==> config.mk <==
export PLATFORM = sky130hd
export DESIGN_NAME = i2c_master_bit_engine
export DESIGN_NICKNAME = d
export VERILOG_FILES = /design/src/rtl/i2cm_pkg.sv /design/src/rtl/i2c_master_bit_engine.sv /design/src/rtl/i2cm_step.sv
export SDC_FILE = /design/constraint.sdc
export NUM_CORES = 1
export LEC_CHECK = 0
export ABC_AREA = 1
export BUFFER_PORTS_ARGS = -buffer_cell sky130_fd_sc_hd__buf_2
export CORE_UTILIZATION = 30
export DETAILED_ROUTE_END_ITERATION = 12
export GPL_TIMING_DRIVEN = 0
export HOLD_SLACK_MARGIN = 0.06
export PLACE_DENSITY = 0.51
export SETUP_SLACK_MARGIN = 0.05
export SLEW_MARGIN = 10
export SYNTH_ARGS = -nofsm -noshare
export SYNTH_HDL_FRONTEND = slang
export SYNTH_SLANG_ARGS = --single-unit
==> constraint.sdc <==
create_clock -name i_clk -period 2.3 [get_ports i_clk]
set_input_delay 0.345 -clock i_clk [delete_from_list [all_inputs] [get_ports i_clk]]
set_output_delay 0.345 -clock i_clk [all_outputs]
set_load 0.01 [all_outputs]
==> src/rtl/i2cm_pkg.sv <==
// ----------------------------------------------------------------------------
// i2cm_pkg
// Shared types, phase codes and request codes for the I2C master bit engine.
// ----------------------------------------------------------------------------
`default_nettype none

package i2cm_pkg;

    localparam int TPU_W   = 10;
    localparam int TMO_W   = 8;
    localparam int DLY_W   = 12;
    localparam int PHASE_W = 5;

    // request codes
    localparam logic [2:0] REQ_NONE  = 3'd0;
    localparam logic [2:0] REQ_START = 3'd1;
    localparam logic [2:0] REQ_STOP  = 3'd2;
    localparam logic [2:0] REQ_WRITE = 3'd3;
    localparam logic [2:0] REQ_READ  = 3'd4;

    // configuration register indexes
    localparam logic CFG_TPU = 1'b0;
    localparam logic CFG_TMO = 1'b1;

    // bus phases
    localparam logic [PHASE_W-1:0] PH_IDLE     = 5'd0;
    localparam logic [PHASE_W-1:0] PH_ST_A     = 5'd1;
    localparam logic [PHASE_W-1:0] PH_ST_B     = 5'd2;
    localparam logic [PHASE_W-1:0] PH_ST_C     = 5'd3;
    localparam logic [PHASE_W-1:0] PH_SP_A     = 5'd4;
    localparam logic [PHASE_W-1:0] PH_SP_B     = 5'd5;
    localparam logic [PHASE_W-1:0] PH_SP_C     = 5'd6;
    localparam logic [PHASE_W-1:0] PH_WR_LEAD  = 5'd7;
    localparam logic [PHASE_W-1:0] PH_WR_SETUP = 5'd8;
    localparam logic [PHASE_W-1:0] PH_WR_HIGH  = 5'd9;
    localparam logic [PHASE_W-1:0] PH_AK_REL   = 5'd10;
    localparam logic [PHASE_W-1:0] PH_AK_HIGH  = 5'd11;
    localparam logic [PHASE_W-1:0] PH_AK_POLL  = 5'd12;
    localparam logic [PHASE_W-1:0] PH_AK_END   = 5'd13;
    localparam logic [PHASE_W-1:0] PH_RD_LOW   = 5'd14;
    localparam logic [PHASE_W-1:0] PH_RD_SAMP  = 5'd15;
    localparam logic [PHASE_W-1:0] PH_RD_HIGH  = 5'd16;
    localparam logic [PHASE_W-1:0] PH_AC_A     = 5'd17;
    localparam logic [PHASE_W-1:0] PH_AC_B     = 5'd18;
    localparam logic [PHASE_W-1:0] PH_AC_C     = 5'd19;

    typedef struct packed {
        logic [PHASE_W-1:0] phase;
        logic [DLY_W-1:0]   delay_count;
        logic [3:0]         bit_index;
        logic [7:0]         shift_data;
        logic [7:0]         poll_count;
        logic               ack_choice;
        logic               scl;
        logic               sda;
        logic               drive;
        logic               error_flag;
        logic [7:0]         rx_hold;
    } t_state;

    typedef struct packed {
        logic [TPU_W-1:0] ticks_per_us;
        logic [TMO_W-1:0] ack_timeout;
    } t_cfg;

    // Ticks in a wait of (1 << log2_units) microsecond units for log2_units up to 2, never zero.
    function automatic logic [DLY_W-1:0] unit_ticks(input logic [TPU_W-1:0] tpu,
                                                    input logic [1:0] log2_units);
        logic [DLY_W-1:0] t;
        case (log2_units)
            2'd0:    t = {2'b00, tpu};
            2'd1:    t = {1'b0, tpu, 1'b0};
            default: t = {tpu, 2'b00};
        endcase
        if (t == '0) begin
            t = DLY_W'(1);
        end
        return t;
    endfunction

endpackage

`default_nettype wire

==> src/rtl/i2c_master_bit_engine.sv <==
// ----------------------------------------------------------------------------
// i2c_master_bit_engine
// I2C master waveform engine: one input transfer is one bus tick.
// ----------------------------------------------------------------------------
//  channel | dir | handshake              | payload
//  --------+-----+------------------------+-----------------------------------
//  s       | in  | i_s_tvalid/o_s_tready  | tick: request, tx byte, ack, SDA
//  m       | out | o_m_tvalid/i_m_tready  | pins, busy, done, rx byte, error
//  cfg     | in  | i_cfg_we               | ticks_per_us, ack_timeout
//
//  The state update is a single combinational pass from the state
//  registers into the state and result registers, so a tick is accepted
//  every cycle while the result register is free or drains.
//  The result register is the only buffer; a stalled master side holds it and
//  drops o_s_tready until the result is taken.
//  Reset is synchronous, active low, and leaves the bus idle with SCL, SDA
//  high and driven; ticks_per_us is 72 and ack_timeout 250 after reset.
// ----------------------------------------------------------------------------
`default_nettype none

module i2c_master_bit_engine (
    input  logic        i_clk,
    input  logic        i_rst_n,
    // tdata: req_type[2:0], tx_byte[10:3], send_ack[11], sda_in[12], zero pad
    input  logic        i_s_tvalid,
    output logic        o_s_tready,
    input  logic [15:0] i_s_tdata,
    // tdata: scl_level[0], sda_level[1], sda_drive[2], busy_res[3],
    //        done_res[4], rx_byte[12:5], ack_error[13], zero pad
    output logic        o_m_tvalid,
    input  logic        i_m_tready,
    output logic [15:0] o_m_tdata,
    input  logic        i_cfg_we,
    input  logic        i_cfg_addr,
    input  logic [9:0]  i_cfg_wdata
);
    import i2cm_pkg::*;

    t_state      r_state, n_state;
    t_cfg        r_cfg;
    logic        r_out_valid;
    logic [15:0] r_out_data;
    logic        w_done;
    logic        w_accept;

    assign o_s_tready = ~r_out_valid | i_m_tready;
    assign w_accept   = i_s_tvalid & o_s_tready;
    assign o_m_tvalid = r_out_valid;
    assign o_m_tdata  = r_out_data;

    i2cm_step u_step (
        .i_state    (r_state),
        .i_cfg      (r_cfg),
        .i_req      (i_s_tdata[2:0]),
        .i_tx_byte  (i_s_tdata[10:3]),
        .i_send_ack (i_s_tdata[11]),
        .i_sda_in   (i_s_tdata[12]),
        .o_state    (n_state),
        .o_done     (w_done)
    );

    // configuration registers
    always_ff @(posedge i_clk) begin
        if (!i_rst_n) begin
            r_cfg.ticks_per_us <= TPU_W'(72);
            r_cfg.ack_timeout  <= TMO_W'(250);
        end else if (i_cfg_we) begin
            if (i_cfg_addr == CFG_TPU) begin
                r_cfg.ticks_per_us <= i_cfg_wdata;
            end else begin
                r_cfg.ack_timeout <= i_cfg_wdata[TMO_W-1:0];
            end
        end
    end

    // engine state: advance one tick per accepted transfer
    always_ff @(posedge i_clk) begin
        if (!i_rst_n) begin
            r_state.phase       <= PH_IDLE;
            r_state.delay_count <= '0;
            r_state.bit_index   <= '0;
            r_state.shift_data  <= '0;
            r_state.poll_count  <= '0;
            r_state.ack_choice  <= 1'b0;
            r_state.scl         <= 1'b1;
            r_state.sda         <= 1'b1;
            r_state.drive       <= 1'b1;
            r_state.error_flag  <= 1'b0;
            r_state.rx_hold     <= '0;
        end else if (w_accept) begin
            r_state <= n_state;
        end
    end

    // result register
    always_ff @(posedge i_clk) begin
        if (!i_rst_n) begin
            r_out_valid <= 1'b0;
        end else if (w_accept) begin
            r_out_valid <= 1'b1;
        end else if (i_m_tready) begin
            r_out_valid <= 1'b0;
        end
    end

    always_ff @(posedge i_clk) begin
        if (w_accept) begin
            r_out_data <= {2'b00, n_state.error_flag, n_state.rx_hold, w_done,
                           (n_state.phase != PH_IDLE), n_state.drive, n_state.sda,
                           n_state.scl};
        end
    end

    // a completed command leaves the engine idle
    a_done_idle: assert property (@(posedge i_clk) disable iff (!i_rst_n)
        (w_accept && w_done) |=> (r_state.phase == PH_IDLE))
        else $error("engine not idle after command completion");

    // every timed phase has a running delay
    a_delay_live: assert property (@(posedge i_clk) disable iff (!i_rst_n)
        (r_state.phase == PH_IDLE || r_state.phase == PH_AK_POLL ||
         r_state.delay_count != '0))
        else $error("timed phase with zero delay");

    // bit counter never runs past one byte
    a_bit_range: assert property (@(posedge i_clk) disable iff (!i_rst_n)
        (r_state.bit_index <= 4'd8))
        else $error("bit index beyond eight");

    // input side stalls only behind a held result
    a_stall_cause: assert property (@(posedge i_clk) disable iff (!i_rst_n)
        !o_s_tready |-> (r_out_valid && !i_m_tready))
        else $error("input stalled without a pending result");

endmodule

`default_nettype wire

==> src/rtl/i2cm_step.sv <==
// ----------------------------------------------------------------------------
// i2cm_step
// Next-state logic of the bit engine: one bus tick applied to the state.
// ----------------------------------------------------------------------------
`default_nettype none

module i2cm_step (
    input  i2cm_pkg::t_state i_state,
    input  i2cm_pkg::t_cfg   i_cfg,
    input  logic [2:0]       i_req,
    input  logic [7:0]       i_tx_byte,
    input  logic             i_send_ack,
    input  logic             i_sda_in,
    output i2cm_pkg::t_state o_state,
    output logic             o_done
);
    import i2cm_pkg::*;

    logic [DLY_W-1:0]   d1, d2, d4;
    logic [PHASE_W-1:0] ph;
    logic [7:0]         sh;
    logic [3:0]         bi;

    assign d1 = unit_ticks(i_cfg.ticks_per_us, 2'd0);
    assign d2 = unit_ticks(i_cfg.ticks_per_us, 2'd1);
    assign d4 = unit_ticks(i_cfg.ticks_per_us, 2'd2);
    assign bi = i_state.bit_index + 4'd1;

    always_comb begin
        o_state = i_state;
        o_done  = 1'b0;
        ph      = i_state.phase;
        sh      = i_state.shift_data;

        if (i_state.phase == PH_IDLE) begin
            case (i_req)
                REQ_START: begin
                    o_state.drive = 1'b1; o_state.sda = 1'b1; o_state.scl = 1'b1;
                    o_state.phase = PH_ST_A; o_state.delay_count = d4;
                end
                REQ_STOP: begin
                    o_state.drive = 1'b1; o_state.scl = 1'b0; o_state.sda = 1'b0;
                    o_state.phase = PH_SP_A; o_state.delay_count = d4;
                end
                REQ_WRITE: begin
                    o_state.error_flag = 1'b0; o_state.shift_data = i_tx_byte;
                    o_state.bit_index = 4'd0; o_state.drive = 1'b1; o_state.scl = 1'b0;
                    o_state.phase = PH_WR_LEAD; o_state.delay_count = d2;
                end
                REQ_READ: begin
                    o_state.ack_choice = i_send_ack; o_state.shift_data = 8'h00;
                    o_state.bit_index = 4'd0; o_state.sda = 1'b1;
                    o_state.drive = 1'b0; o_state.scl = 1'b0;
                    o_state.phase = PH_RD_LOW; o_state.delay_count = d2;
                end
                default: ;
            endcase
        end else if (i_state.phase == PH_AK_POLL) begin
            if (!i_sda_in) begin
                o_state.scl = 1'b0;
                o_state.phase = PH_AK_END; o_state.delay_count = d1;
            end else if (i_state.poll_count >= i_cfg.ack_timeout) begin
                // no ACK in time: flag it and release the bus with a stop
                o_state.error_flag = 1'b1;
                o_state.drive = 1'b1; o_state.scl = 1'b0; o_state.sda = 1'b0;
                o_state.phase = PH_SP_A; o_state.delay_count = d4;
            end else if (i_state.poll_count != 8'hFF) begin
                o_state.poll_count = i_state.poll_count + 8'd1;
            end
        end else if (i_state.phase == PH_ST_C || i_state.phase == PH_SP_C ||
                     i_state.phase == PH_AK_END || i_state.phase == PH_AC_C) begin
            if (i_state.delay_count > DLY_W'(1)) begin
                o_state.delay_count = i_state.delay_count - DLY_W'(1);
            end else begin
                o_state.phase = PH_IDLE; o_state.delay_count = '0; o_done = 1'b1;
            end
        end else begin
            if (i_state.phase == PH_RD_SAMP) begin
                sh = {i_state.shift_data[6:0], i_sda_in};
                ph = PH_RD_HIGH;
            end
            o_state.shift_data = sh;
            o_state.phase      = ph;
            if (i_state.delay_count > DLY_W'(1)) begin
                o_state.delay_count = i_state.delay_count - DLY_W'(1);
            end else begin
                unique case (ph)
                    PH_ST_A: begin
                        o_state.sda = 1'b0; o_state.phase = PH_ST_B; o_state.delay_count = d4;
                    end
                    PH_ST_B: begin
                        o_state.scl = 1'b0; o_state.phase = PH_ST_C; o_state.delay_count = d1;
                    end
                    PH_SP_A: begin
                        o_state.scl = 1'b1; o_state.phase = PH_SP_B; o_state.delay_count = d4;
                    end
                    PH_SP_B: begin
                        o_state.sda = 1'b1; o_state.phase = PH_SP_C; o_state.delay_count = d4;
                    end
                    PH_WR_LEAD: begin
                        o_state.sda = sh[7]; o_state.shift_data = {sh[6:0], 1'b0};
                        o_state.phase = PH_WR_SETUP; o_state.delay_count = d2;
                    end
                    PH_WR_SETUP: begin
                        o_state.scl = 1'b1; o_state.phase = PH_WR_HIGH;
                        o_state.delay_count = d2;
                    end
                    PH_WR_HIGH: begin
                        o_state.scl = 1'b0; o_state.bit_index = bi;
                        if (bi < 4'd8) begin
                            o_state.phase = PH_WR_LEAD; o_state.delay_count = d2;
                        end else begin
                            o_state.drive = 1'b0; o_state.sda = 1'b1;
                            o_state.phase = PH_AK_REL; o_state.delay_count = d1;
                        end
                    end
                    PH_AK_REL: begin
                        o_state.scl = 1'b1; o_state.poll_count = 8'h00;
                        o_state.phase = PH_AK_HIGH; o_state.delay_count = d1;
                    end
                    PH_AK_HIGH: begin
                        o_state.phase = PH_AK_POLL; o_state.delay_count = '0;
                    end
                    PH_RD_LOW: begin
                        o_state.scl = 1'b1; o_state.phase = PH_RD_SAMP;
                        o_state.delay_count = d1;
                    end
                    PH_RD_HIGH: begin
                        o_state.scl = 1'b0; o_state.bit_index = bi;
                        if (bi < 4'd8) begin
                            o_state.phase = PH_RD_LOW; o_state.delay_count = d2;
                        end else begin
                            o_state.rx_hold = sh; o_state.drive = 1'b1;
                            o_state.sda = ~i_state.ack_choice;
                            o_state.phase = PH_AC_A; o_state.delay_count = d2;
                        end
                    end
                    PH_AC_A: begin
                        o_state.scl = 1'b1; o_state.phase = PH_AC_B; o_state.delay_count = d2;
                    end
                    PH_AC_B: begin
                        o_state.scl = 1'b0; o_state.phase = PH_AC_C; o_state.delay_count = d1;
                    end
                    default: begin
                        o_state.phase = PH_IDLE; o_state.delay_count = '0; o_done = 1'b1;
                    end
                endcase
            end
        end
    end

endmodule

`default_nettype wire
==> results.sh <==
export IMPL_p_leak_uw=0.00318
export IMPL_syn_to_final_growth_pct=15.8
export IMPL_drv_slew=0
export IMPL_ys_warn_count=0
export IMPL_rsz0062_at_grt="true"
export IMPL_vias_per_cell=5.02
export IMPL_post_place_ws_ns=0.0401
export IMPL_die_area_sq_mm=0.0194
export IMPL_drcViolationCount=2
export IMPL_h_tree_depth=3
export IMPL_critical_path_peak_fanout=5
export IMPL_drt_pass1_iter_count=12
export IMPL_cts_root_buf="clkbuf_16"
export IMPL_max_freq_mhz=451
export IMPL_row_count=49
export IMPL_finClkSkew_ns=0.00823
export IMPL_wirelength_mm=18.8
export IMPL_worstMarginPinSlew_ns=0.736
export IMPL_critPathKind="flip-flop to flip-flop"
export IMPL_antenna_found_initial=0
export IMPL_drt_initial_drc_count=450
export IMPL_hold_start="i_cfg_wdata[6]"
export IMPL_cts_sinks=83
export IMPL_cts_tree="done"
export IMPL_final_common_cell="nand2_1"
export IMPL_synthFlopType="dfxtp_1"
export IMPL_status="finished, violations left"
export IMPL_start_util_pct=31.0
export IMPL_crit_start="r_state[20]"
export IMPL_grt_pass1_wl_mm=30.0
export IMPL_numCtsBuffers=9
export IMPL_hold_buffers=0
export IMPL_synth_area_sq_mm=0.00564
export IMPL_cp_start_kind="flip-flop"
export IMPL_syn_inst=891
export IMPL_mostFrequentLayoutCells="222 x nand2_1, 111 x inv_1, 89 x a21oi_1"
export IMPL_port_buffers=44
export IMPL_hold_violations=0
export IMPL_arrival_ns=2.30
export IMPL_async_flop_share_pct=0
export IMPL_yosys_register_bits=83
export IMPL_yosysUniqueCellTypes=42
export IMPL_relSlewSlack_pct=50.8
export IMPL_syn_area_per_cell_sq_um=6.33
export IMPL_grt_max_degree=24
export IMPL_min_period_ns=2.22
export IMPL_reg2reg_from="r_state[20]"
export IMPL_fin_area_sq_mm=0.00654
export IMPL_io_pins=50
export IMPL_die_h_um=139
export IMPL_nNetsFinal=992
export IMPL_max_cap_violations=0
export IMPL_clk_latency_ns=0.36
export IMPL_synth_edff_count=14
export IMPL_grtUsageTotal_pct=19.9
export IMPL_yosysSeqAreaShare_pct=31.9
export IMPL_end_kind="flip-flop"
export IMPL_clk_pin_slew_ns=0.07
export IMPL_place_hpwl_mm=14.4
export IMPL_overflow=0
export IMPL_place_gp_congestion=0.951
export IMPL_powerDensity_mw_per_mm2=710
export IMPL_setup_viol=0
export IMPL_period_share_pct=96.4
export IMPL_wire_per_inst_um=15.9
export IMPL_setup_ws_ns=0.0836
export IMPL_die_w_um=139
export IMPL_routed_via_count=5934
export IMPL_violations="DRC"
export IMPL_crit_required_ns=2.39
export IMPL_ant_nets=0
export IMPL_clockBufferDepth=2
export IMPL_n_fill_cell=2005
export IMPL_min_path_type="input port to flip-flop"
export IMPL_place_area_sq_mm=0.00616
export IMPL_diodes=0
export IMPL_core_area_sq_mm=0.0182
export IMPL_drive_above_1_share_pct=13.3
export IMPL_grt_pass1_vias=5536
export IMPL_ir_drop_mv=0.384
-- where the power goes --
| group | switching (uW) | internal, uW | total, uW |
|---|---|---|---|
| Sequential | 97.8 | 1610 | 1710 |
| Combinational | 981 | 455 | 1440 |
| Clock | 720 | 775 | 1500 |
| Total | 1800 | 2840 | 4640 |
-- flip-flops by register name (all words and copies together), names as in the netlist --
register and flops:
o_m_tdata 14, o_m_tvalid 1, r_cfg 18, r_state 50
-- cells by family after synthesis --
| group | after synthesis | synth area share, % |
|---|---|---|
| other | 1 | 0.0664 |
| xor gates and xnor gates | 10 | 1.55 |
| and+or+nand+nor | 416 | 32.3 |
| DFF | 83 | 31.9 |
| adders and majority gates | 12 | 2.66 |
| buffers and inverters | 152 | 11.0 |
| AOI/OAI and AO/OA | 217 | 20.5 |
-- layout make-up --
type / instances / area, sq um / area share [%]
well taps: 229 / 287 / 4.38
clock buffers: 9 / 225 / 3.45
plain buffers: 30 / 168 / 2.57
clock inverters: 7 / 76.3 / 1.17
repair buffers: 45 / 228 / 3.48
flip-flops and latches: 83 / 1810 / 27.6
inverters: 122 / 464 / 7.10
multi-input cells: 657 / 3280 / 50.2
-- synth_stat cells, drive strengths merged, types with 2 or more instances --
| cell type | instances | area (sq um) |
|---|---|---|
| a31oi | 8 | 50.1 |
| nand4 | 18 | 113 |
| nor3 | 9 | 56.3 |
| xor2 | 7 | 61.3 |
| inv | 120 | 450 |
| nor2 | 96 | 388 |
| or2 | 4 | 25.0 |
| edfxtp | 14 | 420 |
| clkinv | 2 | 8.75 |
| o21ai | 94 | 474 |
| clkbuf | 15 | 56.3 |
| nand3b | 2 | 15.0 |
| dfxtp | 69 | 1380 |
| o211ai | 16 | 120 |
| nand3 | 55 | 328 |
| xnor2 | 3 | 26.3 |
| buf | 15 | 104 |
| a22oi | 2 | 15.0 |
| nand2 | 231 | 892 |
| o22ai | 3 | 18.8 |
| ha | 12 | 150 |
| a21oi | 90 | 450 |
-- repair_timing --
action / 4_1_cts / 5_1_grt
buffers inserted: 1 / 0
setup endpoints to repair: 2 / 48
resized for setup: 1 / 22
-- critical path, stage by stage (launching register included) --
cell	delay, ns
dfxtp_1	0.36
ha_1	0.31
nand2_1	0.07
nor2_1	0.15
nand4_1	0.14
nand3_2	0.16
a21oi_1	0.16
nor2_1	0.21
nand2_1	0.11
nor2_1	0.14
nand2_1	0.12
-- metrics by stage --
step	hold WS (ns)	util (%)	instances	TNS, ns	power (uW)
detailed placement	0.491	33.8	1165	0	3120
CTS	0.226	35.5	1182	0	4650
global placement	0.486	33.8	1165	-5.57	3130
floorplan	0.433	-	892	0	2700
finish	0.235	35.9	1182	0	4640
global route	0.238	35.9	1182	0	4950
-- final timing paths --
kind,endpoint,slack [ns],cells after the start
max,o_m_tdata[3],0.08,10
min,r_cfg[14],0.23,3
max reg2reg,o_m_tdata[3],0.08,10
min reg2reg,r_state[13],0.47,1
-- per-layer routing --
| metal | up-vias | global-route usage [%] | routed length, um |
|---|---|---|---|
| met3 | 29 | 3.11 | 1020 |
| met2 | 195 | 31.9 | 8440 |
| met1 | 2663 | 27.0 | 8870 |
| met5 | - | 0 | 0 |
| li1 | 3047 | - | - |
| met4 | 0 | 7.13 | 422 |
(Power assumes the default switching activity.)
